## config.mk

```make
export PLATFORM = sky130hd
export DESIGN_NAME = spectrum_band_flash_peak_hold
export DESIGN_NICKNAME = d
export VERILOG_FILES = /design/src/hdl/sbfph_pkg.sv /design/src/hdl/sbfph_mac.sv /design/src/hdl/sbfph_seq.sv /design/src/hdl/spectrum_band_flash_peak_hold.sv
export VERILOG_INCLUDE_DIRS = /design/src /design/src/hdl
export SDC_FILE = /design/constraint.sdc
export NUM_CORES = 2
export LEC_CHECK = 0
export BUFFER_PORTS_ARGS = -buffer_cell sky130_fd_sc_hd__buf_2
export CAP_MARGIN = 20
export CORE_UTILIZATION = 30
export DETAILED_ROUTE_END_ITERATION = 8
export PLACE_DENSITY = 0.46
export SLEW_MARGIN = 10
export SYNTH_ARGS = -nofsm -noshare
export SYNTH_HDL_FRONTEND = slang
export SYNTH_SLANG_ARGS = --single-unit
```

## constraint.sdc

```tcl
create_clock -name clk_i -period 14.5 [get_ports clk_i]
set_clock_uncertainty 0.1 [all_clocks]
set_input_delay 2.9 -clock clk_i [delete_from_list [all_inputs] [get_ports clk_i]]
set_output_delay 2.9 -clock clk_i [all_outputs]
set_load 0.01 [all_outputs]
```

## src/hdl/assert_macros.svh

```systemverilog
// Assertion macros used by the RTL top level.
// Plain text, no dependencies.
`ifndef ASSERT_MACROS_SVH
`define ASSERT_MACROS_SVH

// same-cycle implication
`define ASSERT_IMPLIES(lbl, clk, rst_n, ante, cons, msg) \
  lbl: assert property (@(posedge clk) disable iff (!rst_n) (ante) |-> (cons)) \
    else $error(msg);

// next-cycle implication
`define ASSERT_NEXT(lbl, clk, rst_n, ante, cons, msg) \
  lbl: assert property (@(posedge clk) disable iff (!rst_n) (ante) |=> (cons)) \
    else $error(msg);

`endif

```

## src/hdl/sbfph_pkg.sv

```systemverilog
// Types, codes and constants of the spectrum peak-hold / band flash block.
// No dependencies.
package sbfph_pkg;

  typedef struct packed {
    logic [7:0] magnitude;
    logic [4:0] bin_index;
  } in_item_t;

  typedef struct packed {
    logic       kind;
    logic [4:0] bar_index;
    logic [7:0] bar_level;
    logic [7:0] bright_low;
    logic [7:0] bright_mid;
    logic [7:0] bright_high;
    logic [7:0] max_level_avg;
    logic       last;
  } out_item_t;

  // register indexes
  localparam logic [2:0] CFG_NOISE_THR    = 3'd0;
  localparam logic [2:0] CFG_BAR_DECAY    = 3'd1;
  localparam logic [2:0] CFG_BRIGHT_DECAY = 3'd2;
  localparam logic [2:0] CFG_BRIGHT_FLOOR = 3'd3;
  localparam logic [2:0] CFG_SLOW_W       = 3'd4;
  localparam logic [2:0] CFG_FAST_W       = 3'd5;
  localparam logic [2:0] CFG_FLASH_RATIO  = 3'd6;

  localparam logic [7:0]  RST_NOISE_THR    = 8'd50;
  localparam logic [7:0]  RST_BAR_DECAY    = 8'd2;
  localparam logic [7:0]  RST_BRIGHT_DECAY = 8'd10;
  localparam logic [7:0]  RST_BRIGHT_FLOOR = 8'd30;
  localparam logic [15:0] RST_SLOW_W       = 16'd393;
  localparam logic [15:0] RST_FAST_W       = 16'd52429;
  localparam logic [15:0] RST_FLASH_RATIO  = 16'd384;

  localparam logic       KIND_BAR     = 1'b0;
  localparam logic       KIND_SUMMARY = 1'b1;

  localparam int unsigned NUM_BANDS = 3;
  localparam logic [4:0] FIRST_BAR_BIN = 5'd2;
  localparam logic [4:0] MID_START     = 5'd6;
  localparam logic [4:0] HIGH_START    = 5'd11;
  localparam logic [7:0] PEAK_FLOOR    = 8'd5;
  localparam logic [7:0] FLASH_LEVEL   = 8'd255;

  // shared multiplier widths
  localparam int unsigned MAC_A_W = 24;
  localparam int unsigned MAC_B_W = 17;
  localparam int unsigned PROD_W  = MAC_A_W + MAC_B_W;
  localparam int unsigned ACC_W   = PROD_W - 16;
  localparam int unsigned SUM_W   = ACC_W + 1;
  localparam logic [MAC_B_W-1:0] ONE_Q16    = 17'h10000;
  localparam logic [PROD_W-1:0]  ROUND_HALF = 41'd32768;

  typedef enum logic [1:0] {
    ST_IDLE,
    ST_BIN,
    ST_EMA,
    ST_SUM
  } state_e;

  typedef enum logic [1:0] {
    JOB_PEAK_EMA,
    JOB_SLOW_EMA,
    JOB_FAST_EMA,
    JOB_FLASH
  } job_kind_e;

  typedef enum logic {
    ACC_HOLD,
    ACC_ROUND
  } acc_op_e;

  localparam int unsigned JOB_W = 4;
  localparam logic [JOB_W-1:0] JOB_LAST = 4'd9;
  localparam logic [1:0] PHASE_EMA_LAST   = 2'd2;
  localparam logic [1:0] PHASE_FLASH_LAST = 2'd1;

  typedef struct packed {
    job_kind_e  kind;
    logic [1:0] band;
  } job_t;

  typedef struct packed {
    logic    mul_en;
    acc_op_e acc_op;
  } mac_op_t;

  typedef struct packed {
    logic             in_ready;
    logic             bin_en;
    logic             push_bar;
    logic             push_sum;
    logic             ema_en;
    logic [JOB_W-1:0] job;
    logic [1:0]       phase;
  } seq_ctrl_t;

  // frame-end job list: peak average, then per band slow, fast, flash test
  function automatic job_t job_decode(logic [JOB_W-1:0] job);
    job_t j;
    unique case (job)
      4'd0:    j = '{kind: JOB_PEAK_EMA, band: 2'd0};
      4'd1:    j = '{kind: JOB_SLOW_EMA, band: 2'd0};
      4'd2:    j = '{kind: JOB_FAST_EMA, band: 2'd0};
      4'd3:    j = '{kind: JOB_FLASH,    band: 2'd0};
      4'd4:    j = '{kind: JOB_SLOW_EMA, band: 2'd1};
      4'd5:    j = '{kind: JOB_FAST_EMA, band: 2'd1};
      4'd6:    j = '{kind: JOB_FLASH,    band: 2'd1};
      4'd7:    j = '{kind: JOB_SLOW_EMA, band: 2'd2};
      4'd8:    j = '{kind: JOB_FAST_EMA, band: 2'd2};
      4'd9:    j = '{kind: JOB_FLASH,    band: 2'd2};
      default: j = '{kind: JOB_FLASH,    band: 2'd2};
    endcase
    return j;
  endfunction

endpackage

```

## src/hdl/sbfph_mac.sv

```systemverilog
// Shared multiply / round unit for the frame-end averages and flash test.
// Depends on sbfph_pkg.
module sbfph_mac (
  input  logic                         clk_i,
  input  sbfph_pkg::mac_op_t           op_i,
  input  logic [sbfph_pkg::MAC_A_W-1:0] a_i,
  input  logic [sbfph_pkg::MAC_B_W-1:0] b_i,
  output logic [sbfph_pkg::PROD_W-1:0]  prod_o,
  output logic [sbfph_pkg::SUM_W-1:0]   sum_o
);

  logic [sbfph_pkg::PROD_W-1:0] prod_q;
  logic [sbfph_pkg::ACC_W-1:0]  acc_q, acc_d;
  logic [sbfph_pkg::PROD_W-1:0] rounded;

  assign rounded = prod_q + sbfph_pkg::ROUND_HALF;

  always_comb begin
    unique case (op_i.acc_op)
      sbfph_pkg::ACC_ROUND: acc_d = rounded[sbfph_pkg::PROD_W-1:16];
      sbfph_pkg::ACC_HOLD:  acc_d = acc_q;
      default:              acc_d = acc_q;
    endcase
  end

  always_ff @(posedge clk_i) begin
    if (op_i.mul_en) begin
      prod_q <= sbfph_pkg::PROD_W'(a_i) * sbfph_pkg::PROD_W'(b_i);
    end
    acc_q <= acc_d;
  end

  assign prod_o = prod_q;
  assign sum_o  = sbfph_pkg::SUM_W'(acc_q) + sbfph_pkg::SUM_W'(prod_q[sbfph_pkg::ACC_W-1:0]);

endmodule

```

## src/hdl/sbfph_seq.sv

```systemverilog
// Sequencer: item intake, bin update slot, frame-end job list, summary push.
// Depends on sbfph_pkg.
module sbfph_seq (
  input  logic                 clk_i,
  input  logic                 rst_ni,
  input  logic                 in_valid_i,
  input  logic                 slot_free_i,
  input  logic                 bin_low_i,
  input  logic                 bin_last_i,
  output sbfph_pkg::seq_ctrl_t ctrl_o
);

  sbfph_pkg::state_e state_q, state_d;
  logic [sbfph_pkg::JOB_W-1:0] job_q, job_d;
  logic [1:0] phase_q, phase_d;
  sbfph_pkg::job_t jd;
  logic step_done, job_done;

  assign jd        = sbfph_pkg::job_decode(job_q);
  assign step_done = (jd.kind == sbfph_pkg::JOB_FLASH) ?
                     (phase_q == sbfph_pkg::PHASE_FLASH_LAST) :
                     (phase_q == sbfph_pkg::PHASE_EMA_LAST);
  assign job_done  = step_done && (job_q == sbfph_pkg::JOB_LAST);

  always_comb begin
    state_d = state_q;
    unique case (state_q)
      sbfph_pkg::ST_IDLE: begin
        if (in_valid_i) state_d = sbfph_pkg::ST_BIN;
      end
      sbfph_pkg::ST_BIN: begin
        if (bin_low_i) begin
          state_d = sbfph_pkg::ST_IDLE;
        end else if (slot_free_i) begin
          state_d = bin_last_i ? sbfph_pkg::ST_EMA : sbfph_pkg::ST_IDLE;
        end
      end
      sbfph_pkg::ST_EMA: begin
        if (job_done) state_d = sbfph_pkg::ST_SUM;
      end
      sbfph_pkg::ST_SUM: begin
        if (slot_free_i) state_d = sbfph_pkg::ST_IDLE;
      end
      default: state_d = sbfph_pkg::ST_IDLE;
    endcase
  end

  always_comb begin
    job_d   = '0;
    phase_d = '0;
    if (state_q == sbfph_pkg::ST_EMA) begin
      if (step_done) begin
        job_d = job_q + 1'b1;
      end else begin
        job_d   = job_q;
        phase_d = phase_q + 1'b1;
      end
    end
  end

  always_comb begin
    ctrl_o          = '0;
    ctrl_o.job      = job_q;
    ctrl_o.phase    = phase_q;
    ctrl_o.in_ready = (state_q == sbfph_pkg::ST_IDLE);
    ctrl_o.bin_en   = (state_q == sbfph_pkg::ST_BIN) && (bin_low_i || slot_free_i);
    ctrl_o.push_bar = (state_q == sbfph_pkg::ST_BIN) && !bin_low_i && slot_free_i;
    ctrl_o.ema_en   = (state_q == sbfph_pkg::ST_EMA);
    ctrl_o.push_sum = (state_q == sbfph_pkg::ST_SUM) && slot_free_i;
  end

  always_ff @(posedge clk_i or negedge rst_ni) begin
    if (!rst_ni) begin
      state_q <= sbfph_pkg::ST_IDLE;
      job_q   <= '0;
      phase_q <= '0;
    end else begin
      state_q <= state_d;
      job_q   <= job_d;
      phase_q <= phase_d;
    end
  end

endmodule

```

## src/hdl/spectrum_band_flash_peak_hold.sv

```systemverilog
// Top level: spectrum peak-hold bars, band peaks, frame-end averages and flash.
// Depends on sbfph_pkg, sbfph_seq, sbfph_mac and assert_macros.svh.
//
//  port group   direction  handshake                 payload
//  in           into       in_valid_i / in_stall_o   in_data_i  (in_item_t)
//  out          out of     out_valid_o / out_stall_i out_data_o (out_item_t)
//  cfg          into       cfg_we_i                  cfg_idx_i, cfg_wdata_i
//
// Bins 0 and 1 push no result; bins 2 to 31 each push a bar and may wait for
// the output register. After bin 31 the shared multiplier runs 27
// sequencer steps (3 for the peak average, 8 per band) before the summary.
// Reset clears all bars, peaks, averages and brightnesses and loads the
// register defaults. A stalled output holds the block only when a result
// must be pushed; an item is taken while a result still waits.
`include "assert_macros.svh"

module spectrum_band_flash_peak_hold #(
  parameter int unsigned NUM_BARS = 30
) (
  input  logic                  clk_i,
  input  logic                  rst_ni,
  input  logic                  in_valid_i,
  output logic                  in_stall_o,
  input  sbfph_pkg::in_item_t   in_data_i,
  output logic                  out_valid_o,
  input  logic                  out_stall_i,
  output sbfph_pkg::out_item_t  out_data_o,
  input  logic                  cfg_we_i,
  input  logic [2:0]            cfg_idx_i,
  input  logic [15:0]           cfg_wdata_i
);

  localparam int unsigned BarIdxW = $clog2(NUM_BARS);
  localparam logic [4:0]  LastBin = 5'(NUM_BARS + 1);

  // config
  logic [7:0]  noise_thr_q, bar_decay_q, bright_decay_q, bright_floor_q;
  logic [15:0] slow_w_q, fast_w_q, flash_ratio_q;

  always_ff @(posedge clk_i or negedge rst_ni) begin
    if (!rst_ni) begin
      noise_thr_q    <= sbfph_pkg::RST_NOISE_THR;
      bar_decay_q    <= sbfph_pkg::RST_BAR_DECAY;
      bright_decay_q <= sbfph_pkg::RST_BRIGHT_DECAY;
      bright_floor_q <= sbfph_pkg::RST_BRIGHT_FLOOR;
      slow_w_q       <= sbfph_pkg::RST_SLOW_W;
      fast_w_q       <= sbfph_pkg::RST_FAST_W;
      flash_ratio_q  <= sbfph_pkg::RST_FLASH_RATIO;
    end else if (cfg_we_i) begin
      unique case (cfg_idx_i)
        sbfph_pkg::CFG_NOISE_THR:    noise_thr_q    <= cfg_wdata_i[7:0];
        sbfph_pkg::CFG_BAR_DECAY:    bar_decay_q    <= cfg_wdata_i[7:0];
        sbfph_pkg::CFG_BRIGHT_DECAY: bright_decay_q <= cfg_wdata_i[7:0];
        sbfph_pkg::CFG_BRIGHT_FLOOR: bright_floor_q <= cfg_wdata_i[7:0];
        sbfph_pkg::CFG_SLOW_W:       slow_w_q       <= cfg_wdata_i;
        sbfph_pkg::CFG_FAST_W:       fast_w_q       <= cfg_wdata_i;
        sbfph_pkg::CFG_FLASH_RATIO:  flash_ratio_q  <= cfg_wdata_i;
        default: ;
      endcase
    end
  end

  // sequencer
  sbfph_pkg::seq_ctrl_t ctrl;
  logic slot_free, bin_low, bin_last;
  logic out_valid_q;
  sbfph_pkg::out_item_t out_q, out_d;

  logic [7:0] mag_q;
  logic [4:0] bin_q;

  assign slot_free = !out_valid_q || !out_stall_i;
  assign bin_low   = (bin_q < sbfph_pkg::FIRST_BAR_BIN);
  assign bin_last  = (bin_q == LastBin);

  sbfph_seq u_seq (
    .clk_i       (clk_i),
    .rst_ni      (rst_ni),
    .in_valid_i  (in_valid_i),
    .slot_free_i (slot_free),
    .bin_low_i   (bin_low),
    .bin_last_i  (bin_last),
    .ctrl_o      (ctrl)
  );

  assign in_stall_o = !ctrl.in_ready;

  always_ff @(posedge clk_i) begin
    if (in_valid_i && ctrl.in_ready) begin
      mag_q <= in_data_i.magnitude;
      bin_q <= in_data_i.bin_index;
    end
  end

  // bin update
  logic [7:0] bar_hold_q [NUM_BARS];
  logic [7:0] band_peak_q [sbfph_pkg::NUM_BANDS];
  logic [7:0] frame_peak_q;
  logic [7:0] mag_thr, hold_old, hold_max, hold_new;
  logic [4:0] bar_idx;
  logic [1:0] band_sel;

  assign mag_thr  = (mag_q < noise_thr_q) ? 8'd0 : mag_q;
  assign bar_idx  = bin_q - sbfph_pkg::FIRST_BAR_BIN;
  assign band_sel = (bin_q < sbfph_pkg::MID_START)  ? 2'd0 :
                    (bin_q < sbfph_pkg::HIGH_START) ? 2'd1 : 2'd2;
  assign hold_old = bar_hold_q[bar_idx[BarIdxW-1:0]];
  assign hold_max = (mag_thr > hold_old) ? mag_thr : hold_old;
  assign hold_new = (hold_max > bar_decay_q) ? hold_max - bar_decay_q : 8'd0;

  always_ff @(posedge clk_i or negedge rst_ni) begin
    if (!rst_ni) begin
      for (int i = 0; i < NUM_BARS; i++) bar_hold_q[i] <= '0;
    end else if (ctrl.push_bar) begin
      bar_hold_q[bar_idx[BarIdxW-1:0]] <= hold_new;
    end
  end

  always_ff @(posedge clk_i or negedge rst_ni) begin
    if (!rst_ni) begin
      for (int i = 0; i < sbfph_pkg::NUM_BANDS; i++) band_peak_q[i] <= '0;
      frame_peak_q <= '0;
    end else if (ctrl.bin_en) begin
      if (bin_q == '0) begin
        for (int i = 0; i < sbfph_pkg::NUM_BANDS; i++) band_peak_q[i] <= '0;
        frame_peak_q <= '0;
      end else if (ctrl.push_bar) begin
        if (mag_thr > band_peak_q[band_sel]) band_peak_q[band_sel] <= mag_thr;
        if (mag_thr > frame_peak_q) frame_peak_q <= mag_thr;
      end
    end
  end

  // frame-end jobs on the shared unit
  logic [23:0] slow_avg_q [sbfph_pkg::NUM_BANDS];
  logic [23:0] fast_avg_q [sbfph_pkg::NUM_BANDS];
  logic [23:0] peak_avg_q;
  logic [7:0]  bright_q [sbfph_pkg::NUM_BANDS];

  sbfph_pkg::job_t    jd;
  sbfph_pkg::mac_op_t mac_op;
  logic [sbfph_pkg::MAC_A_W-1:0] mac_a;
  logic [sbfph_pkg::MAC_B_W-1:0] mac_b;
  logic [sbfph_pkg::PROD_W-1:0]  mac_prod;
  logic [sbfph_pkg::SUM_W-1:0]   mac_sum;
  logic [23:0] avg_sel;
  logic [15:0] w_sel;
  logic [7:0]  x_sel, peak_floored;
  logic        ema_write, flash_step, flash;
  logic [7:0]  br_set, br_dec, br_new;

  assign jd = sbfph_pkg::job_decode(ctrl.job);
  assign peak_floored = (frame_peak_q < sbfph_pkg::PEAK_FLOOR) ?
                        sbfph_pkg::PEAK_FLOOR : frame_peak_q;

  always_comb begin
    unique case (jd.kind)
      sbfph_pkg::JOB_PEAK_EMA: begin
        avg_sel = peak_avg_q;
        w_sel   = slow_w_q;
        x_sel   = peak_floored;
      end
      sbfph_pkg::JOB_SLOW_EMA: begin
        avg_sel = slow_avg_q[jd.band];
        w_sel   = slow_w_q;
        x_sel   = band_peak_q[jd.band];
      end
      sbfph_pkg::JOB_FAST_EMA: begin
        avg_sel = fast_avg_q[jd.band];
        w_sel   = fast_w_q;
        x_sel   = band_peak_q[jd.band];
      end
      default: begin
        avg_sel = slow_avg_q[jd.band];
        w_sel   = slow_w_q;
        x_sel   = band_peak_q[jd.band];
      end
    endcase
  end

  always_comb begin
    mac_op.mul_en = 1'b0;
    mac_op.acc_op = sbfph_pkg::ACC_HOLD;
    mac_a         = avg_sel;
    mac_b         = sbfph_pkg::ONE_Q16 - {1'b0, w_sel};
    if (jd.kind == sbfph_pkg::JOB_FLASH) begin
      mac_b         = {1'b0, flash_ratio_q};
      mac_op.mul_en = ctrl.ema_en && (ctrl.phase == 2'd0);
    end else if (ctrl.phase == 2'd0) begin
      mac_op.mul_en = ctrl.ema_en;
    end else if (ctrl.phase == 2'd1) begin
      mac_a         = sbfph_pkg::MAC_A_W'(x_sel);
      mac_b         = {1'b0, w_sel};
      mac_op.mul_en = ctrl.ema_en;
      mac_op.acc_op = ctrl.ema_en ? sbfph_pkg::ACC_ROUND : sbfph_pkg::ACC_HOLD;
    end
  end

  sbfph_mac u_mac (
    .clk_i  (clk_i),
    .op_i   (mac_op),
    .a_i    (mac_a),
    .b_i    (mac_b),
    .prod_o (mac_prod),
    .sum_o  (mac_sum)
  );

  assign ema_write  = ctrl.ema_en && (jd.kind != sbfph_pkg::JOB_FLASH) &&
                      (ctrl.phase == sbfph_pkg::PHASE_EMA_LAST);
  assign flash_step = ctrl.ema_en && (jd.kind == sbfph_pkg::JOB_FLASH) &&
                      (ctrl.phase == sbfph_pkg::PHASE_FLASH_LAST);
  assign flash  = sbfph_pkg::PROD_W'({fast_avg_q[jd.band], 8'd0}) > mac_prod;
  assign br_set = flash ? sbfph_pkg::FLASH_LEVEL : bright_q[jd.band];
  assign br_dec = (br_set > bright_decay_q) ? br_set - bright_decay_q : 8'd0;
  assign br_new = (br_dec < bright_floor_q) ? bright_floor_q : br_dec;

  always_ff @(posedge clk_i or negedge rst_ni) begin
    if (!rst_ni) begin
      for (int i = 0; i < sbfph_pkg::NUM_BANDS; i++) begin
        slow_avg_q[i] <= '0;
        fast_avg_q[i] <= '0;
        bright_q[i]   <= '0;
      end
      peak_avg_q <= '0;
    end else begin
      if (ema_write) begin
        unique case (jd.kind)
          sbfph_pkg::JOB_PEAK_EMA: peak_avg_q <= mac_sum[23:0];
          sbfph_pkg::JOB_SLOW_EMA: slow_avg_q[jd.band] <= mac_sum[23:0];
          sbfph_pkg::JOB_FAST_EMA: fast_avg_q[jd.band] <= mac_sum[23:0];
          default: ;
        endcase
      end
      if (flash_step) bright_q[jd.band] <= br_new;
    end
  end

  // output register
  always_comb begin
    out_d = '0;
    if (ctrl.push_sum) begin
      out_d.kind          = sbfph_pkg::KIND_SUMMARY;
      out_d.bright_low    = bright_q[0];
      out_d.bright_mid    = bright_q[1];
      out_d.bright_high   = bright_q[2];
      out_d.max_level_avg = peak_avg_q[23:16];
      out_d.last          = 1'b1;
    end else begin
      out_d.kind      = sbfph_pkg::KIND_BAR;
      out_d.bar_index = bar_idx;
      out_d.bar_level = hold_new;
    end
  end

  always_ff @(posedge clk_i or negedge rst_ni) begin
    if (!rst_ni) begin
      out_valid_q <= 1'b0;
    end else if (ctrl.push_bar || ctrl.push_sum) begin
      out_valid_q <= 1'b1;
    end else if (!out_stall_i) begin
      out_valid_q <= 1'b0;
    end
  end

  always_ff @(posedge clk_i) begin
    if (ctrl.push_bar || ctrl.push_sum) out_q <= out_d;
  end

  assign out_valid_o = out_valid_q;
  assign out_data_o  = out_q;

  `ASSERT_NEXT(a_busy_after_accept, clk_i, rst_ni, in_valid_i && !in_stall_o, in_stall_o, "accepted item did not make block busy")
  `ASSERT_IMPLIES(a_push_needs_slot, clk_i, rst_ni, ctrl.push_bar || ctrl.push_sum, slot_free, "result pushed over a waiting item")
  `ASSERT_IMPLIES(a_ema_exclusive, clk_i, rst_ni, ctrl.ema_en, in_stall_o && !ctrl.push_bar && !ctrl.bin_en, "frame-end job overlaps bin work")
  `ASSERT_IMPLIES(a_bar_range, clk_i, rst_ni, out_valid_o && !out_data_o.kind, out_data_o.bar_index < 5'(NUM_BARS), "bar index out of range")

endmodule

```

## Word-level counts from Yosys, hierarchy flattened

Memory sizes are Yosys's and may differ from the RTL's.
Cells that the tools add are included.

- Flip-flop bits (word level): 678
- ROM bits: 128
- Input bits: 37
- Output and inout port bits: 49
- Word-level logic and storage cells: 243
- Memories kept: 2

Memories:

| memory | words | bits a word | rd ports | clocked after memory_dff | write ports | RTL line | RTL |
|---|---|---|---|---|---|---|---|
| (name not given) | 16 | 4 | 1 | 0 | 0 | sbfph_pkg.sv:104 | `unique case (job)` |
| (name not given) | 16 | 4 | 1 | 0 | 0 | sbfph_pkg.sv:104 |  |

- Add/subtract/negate cells: 8
- $mul: 1
- $lt $le $gt $ge: 18
- Eq/ne operators: 24
- Muxes and demuxes: 78
- Bitwise operators: 3
- Reduce and logical (&&, ||, !) cells: 42

Operator list:

| cell | number |
|---|---|
| two-way mux 24 bit | 12 |
| bitwise mux 240 bit | 1 |
| two-way mux 8 bit | 22 |
| bitwise mux 72 bit | 2 |
| binary-select mux 24 bit (select 2 bit) | 2 |
| two-way mux 17 bit | 3 |
| binary-select mux 8 bit (select 2 bit) | 3 |
| bitwise mux 24 bit | 2 |
| demux 24 bit (select 2 bit) | 1 |
| one-hot mux 24 bit (2 select lines) | 1 |
| greater-than comparator 32 x 41 -> 1 bit | 1 |
| multiplier 24 x 17 -> 41 bit | 1 |
| adder 40 x 16 -> 40 bit, second input constant | 1 |
| binary-select mux 8 bit (select 5 bit) | 1 |
| demux 8 bit (select 5 bit) | 1 |
| greater-than comparator 8 bit | 5 |
| demux 8 bit (select 2 bit) | 2 |
| adder 24 bit | 1 |
| two-way mux 2 bit | 11 |
| AND reduction 2 bit | 10 |
| subtractor 17 x 16 -> 17 bit, first input constant | 1 |
| less-than comparator 8 bit | 2 |
| two-way mux 16 bit | 1 |
| subtractor 8 bit | 2 |
| other kinds (35) | 85 |

## Depth between registers and ports, before layout

- Depth after elaboration: 12
- Depth in mapped cells: 38
- Depth with buffers taken out: 35

## Cells and area by module

A second synthesis with hierarchy kept.

- Cells, all modules: 4,721
- Area, all modules: 47,456.8 um^2

Modules (own cells, without submodules):

| module | instances | cells an instance | area an instance (um^2) | sequential area each (um^2) |
|---|---|---|---|---|
| spectrum_band_flash_peak_hold | 1 | 2,794 | 29,992.5 | 15,441.1 |
| sbfph_mac | 1 | 1,868 | 16,920.0 | 1,981.9 |
| sbfph_seq | 1 | 59 | 544.3 | 200.2 |

## Worst setup path after synthesis

OpenSTA, ideal clock, no wires.

- Path kind: reg-to-reg
- Start point: reg u_seq.job_q[0] in the netlist's numbering
- End point: reg u_mac.prod_q (netlist bit u_mac.prod_o[33]), data pin
- Library setup time: 0.259 ns
- Arrival time: 8.347 ns
- Required time: 14.141 ns
- Path slack: 5.794 ns
- Stages on the path, launching flop included: 36
- Path buffers: 3
- Clock period less this slack: 8.706 ns
- Path through: dfrtp_1 -> inv_1 -> ha_1 -> a211o_2 -> nand2_1 -> buf_2 -> mux2i_1 -> ha_1 -> inv_1 -> o21ai_1 -> xor2_1 -> o211ai_1 -> and2_1 -> clkbuf_1 -> clkbuf_1 -> nand2_1 -> fa_1 -> inv_1 -> fa_1 -> inv_1 -> fa_1 -> inv_1 -> fa_1 -> fa_1 -> inv_1 -> fa_1 -> inv_1 -> ha_1 -> a21o_1 -> a21o_1 -> a21oi_1 -> a21boi_0 -> o21ai_0 -> a41oi_1 -> o21ai_0 -> xnor2_1

- Cells in the longest elaborated chain, start to end: 10
- Elaborated cells on any way between the ends: 25
- Those cells by class: 1 x add/sub; 1 x mul; 2 x eq/ne; 18 x mux; 1 x bitwise; 1 x reduce/logical; 1 x memory

RTL lines:

| what | RTL line | RTL |
|---|---|---|
| start, declared | sbfph_seq.sv:14 | `logic [sbfph_pkg::JOB_W-1:0] job_q, job_d;` |
| start signal, assigned | sbfph_seq.sv:79 | `job_q <= job_d;` |
| memory read (16 x 4 bit) * | n/a |  |
| parallel branches: the longest is 8 deep, another holds subtractor 17 x 16 -> 17 bit | n/a |  |
| multiplier 24 x 17 -> 41 bit * | sbfph_mac.sv:28 | `prod_q <= sbfph_pkg::PROD_W'(a_i) * sbfph_pkg::PROD_W'(b_i);` |
| end signal, assigned | sbfph_mac.sv:28 |  |
| end, declared | sbfph_mac.sv:12 | `logic [sbfph_pkg::PROD_W-1:0] prod_q;` |

Mark *: on every way between the ends. The select of a mux whose other input is x is not followed.
A chain may end at the register's enable or synchronous reset.

## Final worst setup path

- Start point: reg u_seq.job_q[0] in the netlist's numbering
- End point: reg u_mac.prod_q (netlist bit u_mac.prod_o[40]), data pin

Same word-level chain as after synthesis.

==> results.md <==
* Synth Register Bits at 677
* Htree depth at 3
* Clock Tree Root: clkbuf_16
* Main synth FF type: dfrtp_1
* Status: finished clean
* Via-to-Cell Ratio at 4.91
* Cells after Synth at 4859
* Maximum root-to-sink buffer count at 3
* VDD IR-drop max at 0.000190 V
* Crit path DAT at 10580 ps
* Drt total wl at 146000 um
* Initial Utilization at 0.302
* Number of setup buffers added after CTS at 0
* Layout Nets at 5468
* Site Rows at 145
* Placed insts at 6847
* Max Clk Rate at 97.4 MHz
* Final core occ at 0.337
* Final slew viol count at 0
* Gr ovfl total at 0
* Endpoints failing setup at 0
* Hold buffers post-CTS at 0
* First-pass GRT wire length at 226000 um
* Power Density at 119 nW/um^2
* Largest net degree at the start of global routing at 144
* Crit share post-route at 0.708
* Post-detailed-route wirelength per cell at 20.9 um
* Asr flop ratio synth at 0.817
* Share of layout cells above drive strength 1 at 0.121
* CTS Buf Count at 78
* Slowest cell on the critical path: and2_1
* Commonest cells after routing, fill and taps aside: nand2_1, inv_1, dfrtp_1, o21ai_0, fa_1
* Post-DP HPWL at 105000 um
* Final hold vios at 0
* Max Cap Viol at 0
* # port buffers at 85
* Final min period at 10270 ps
* Non-filler cells, final at 6994
* Antenna violations before repair at 6
* Unrepaired setup endpoints after global routing: false
* TritonCTS clock tree: built
* Crit. End Element: register
* Clock-pin slew of the registers on the worst-case setup and hold paths at 60 ps
* Placer Congestion at 0.850
* Commonest non-fill, non-tap cell in the layout: nand2_1
* Worst Slack Setup Final at 4230 ps
* Avg Inst Size Synth at 9.73 um^2
* # IOs at 86
* Most used cell, CP: inv_1
* Worst stage delay on the critical path at 750 ps
* Post-synth EDFFs at 124
* Post-route DRC at 0
* Actual slew at the worst max-slew pin at 1060 ps
* Syn. warnings at 0
* CP Class: reg2reg
* Clock latency on the worst-skew pair at 730 ps
* Number of global-route vias before repair at 35300
* Dpl ws at 4320 ps
* Worst rel slew slack at 0.290
* Starting DRC count in detailed routing at 2150
* Die area at 159000 um^2
* Leak Pwr at 0.0247 uW
* Resize count post-CTS at 0
* Worst EP required at 14820 ps
* Hold crit path type: reg2reg
* Sequential share of the synthesized area at 0.372
* Vias at 34300
* DIE HEIGHT at 399 um
* R2r setup slk at 4230 ps
* Sink Count at 677
* Setup crit start kind: register
* Antenna-violating nets left at 0
* TNS Setup at 0 ps
* Core area at 156000 um^2
* Distinct cells, synth at 92
* Post-Syn Area at 47300 um^2
* Synthesized Nets at 5457
* N_diodes at 0
* Area Growth Syn to Fin at 11.5%
* DR pass1 iterations at 6
* GRT Total Usage at 0.186
* Crit Path Max Fanout at 28
* Die X at 399 um
## worst max-delay path: cells and delay by family (launching register included)
family | cells | cell delay (ps)
adder cells (fa/ha/maj) | 9 | 4130
AO/OA/AOI/OAI | 8 | 2340
AND/OR/NAND/NOR | 7 | 2040
flip-flops | 1 | 450
buffers and inverters | 7 | 450
multiplexers | 1 | 330
XOR/XNOR | 1 | 100
## kinds of logic (layout without fill, tap and decap cells)
group           after synthesis  count (layout)  synth area share
mux                         362             362            0.0956
compound gates              863             863             0.108
simple gates               1504            1504             0.138
buf+inv                     784             861            0.0656
flops                       677             677             0.372
fa+ha+maj                   561             561             0.201
xor+xnor                    108             108            0.0200
## synth_stat cells, types with 37 or more instances
library cell,n,share of area
mux2i_1,147,0.031
a21oi_1,126,0.013
mux4_2,56,0.027
edfxtp_1,124,0.079
o21ai_0,470,0.050
nand3_1,46,0.0049
nand2_1,928,0.074
inv_1,539,0.043
xor2_1,37,0.0069
nor2_1,213,0.017
a21o_1,51,0.0081
xnor2_1,71,0.013
nor3_1,46,0.0049
clkbuf_1,179,0.014
ha_1,229,0.061
dfrtp_1,528,0.28
fa_1,332,0.14
and2_1,91,0.012
buf_2,38,0.0040
mux2_2,159,0.038
## state kept, by name (all words and copies together), names as in the netlist, 41 cells and up, named ones only
register,flops
u_mac.prod_o,41
slow_avg_q,72
bar_hold_q,240
fast_avg_q,72
out_data_o,46
## power by group
group | internal (uW) | leakage (uW) | total, uW | switching, uW
sequential | 2250 | 0.00862 | 2430 | 176
combinational | 528 | 0.0148 | 1780 | 1250
clock | 1190 | 0.00130 | 2050 | 870
total | 3960 | 0.0247 | 6260 | 2300
## metal layers
metal | part of all wire | global-route usage | vias to the layer above | wire length, um
met1 | 0.47 | 0.259 | 17400 | 68500
met2 | 0.47 | 0.308 | 642 | 68800
met4 | 0.020 | 0.0427 | 8 | 2990
li1 | - | - | 16100 | -
met3 | 0.038 | 0.0226 | 175 | 5580
met5 | 0.00038 | 0 | - | 55
## layout make-up
cell class | instances | area [um^2]
clock buffers | 112 | 2210
fillers | 16200 | 104000
inverters | 539 | 2020
repair buffers | 176 | 1140
clock inverters | 34 | 479
well taps | 2058 | 2570
flip-flops and latches | 677 | 17600
multi-input cells | 3398 | 26700
## stage by stage
step	area, um^2	hold WS, ps	power, uW
floorplan	47300	345	3500
global placement	50000	356	4240
detailed placement	50000	362	4260
CTS	52700	377	6340
global route	52700	395	6600
finish	52700	372	6260
## path summary, 6_finish.rpt
kind                                                    end  depth (start not counted)                         from
worst max-delay path             u_mac.prod_o[40]$_DFFE_PP_                         33   u_seq.job_q[0]$_DFFE_PN0P_
worst min-delay path            bar_hold_q[166]$_DFFE_PN0P_                          2  bar_hold_q[166]$_DFFE_PN0P_
worst max register to register   u_mac.prod_o[40]$_DFFE_PP_                         33   u_seq.job_q[0]$_DFFE_PN0P_
worst min register to register  bar_hold_q[166]$_DFFE_PN0P_                          2  bar_hold_q[166]$_DFFE_PN0P_
max in group asynchronous       band_peak_q[19]$_DFFE_PN0P_                          4                       rst_ni
min in group asynchronous       bar_hold_q[202]$_DFFE_PN0P_                          1                       rst_ni
No activity file was read; power rests on OpenSTA's default activity.
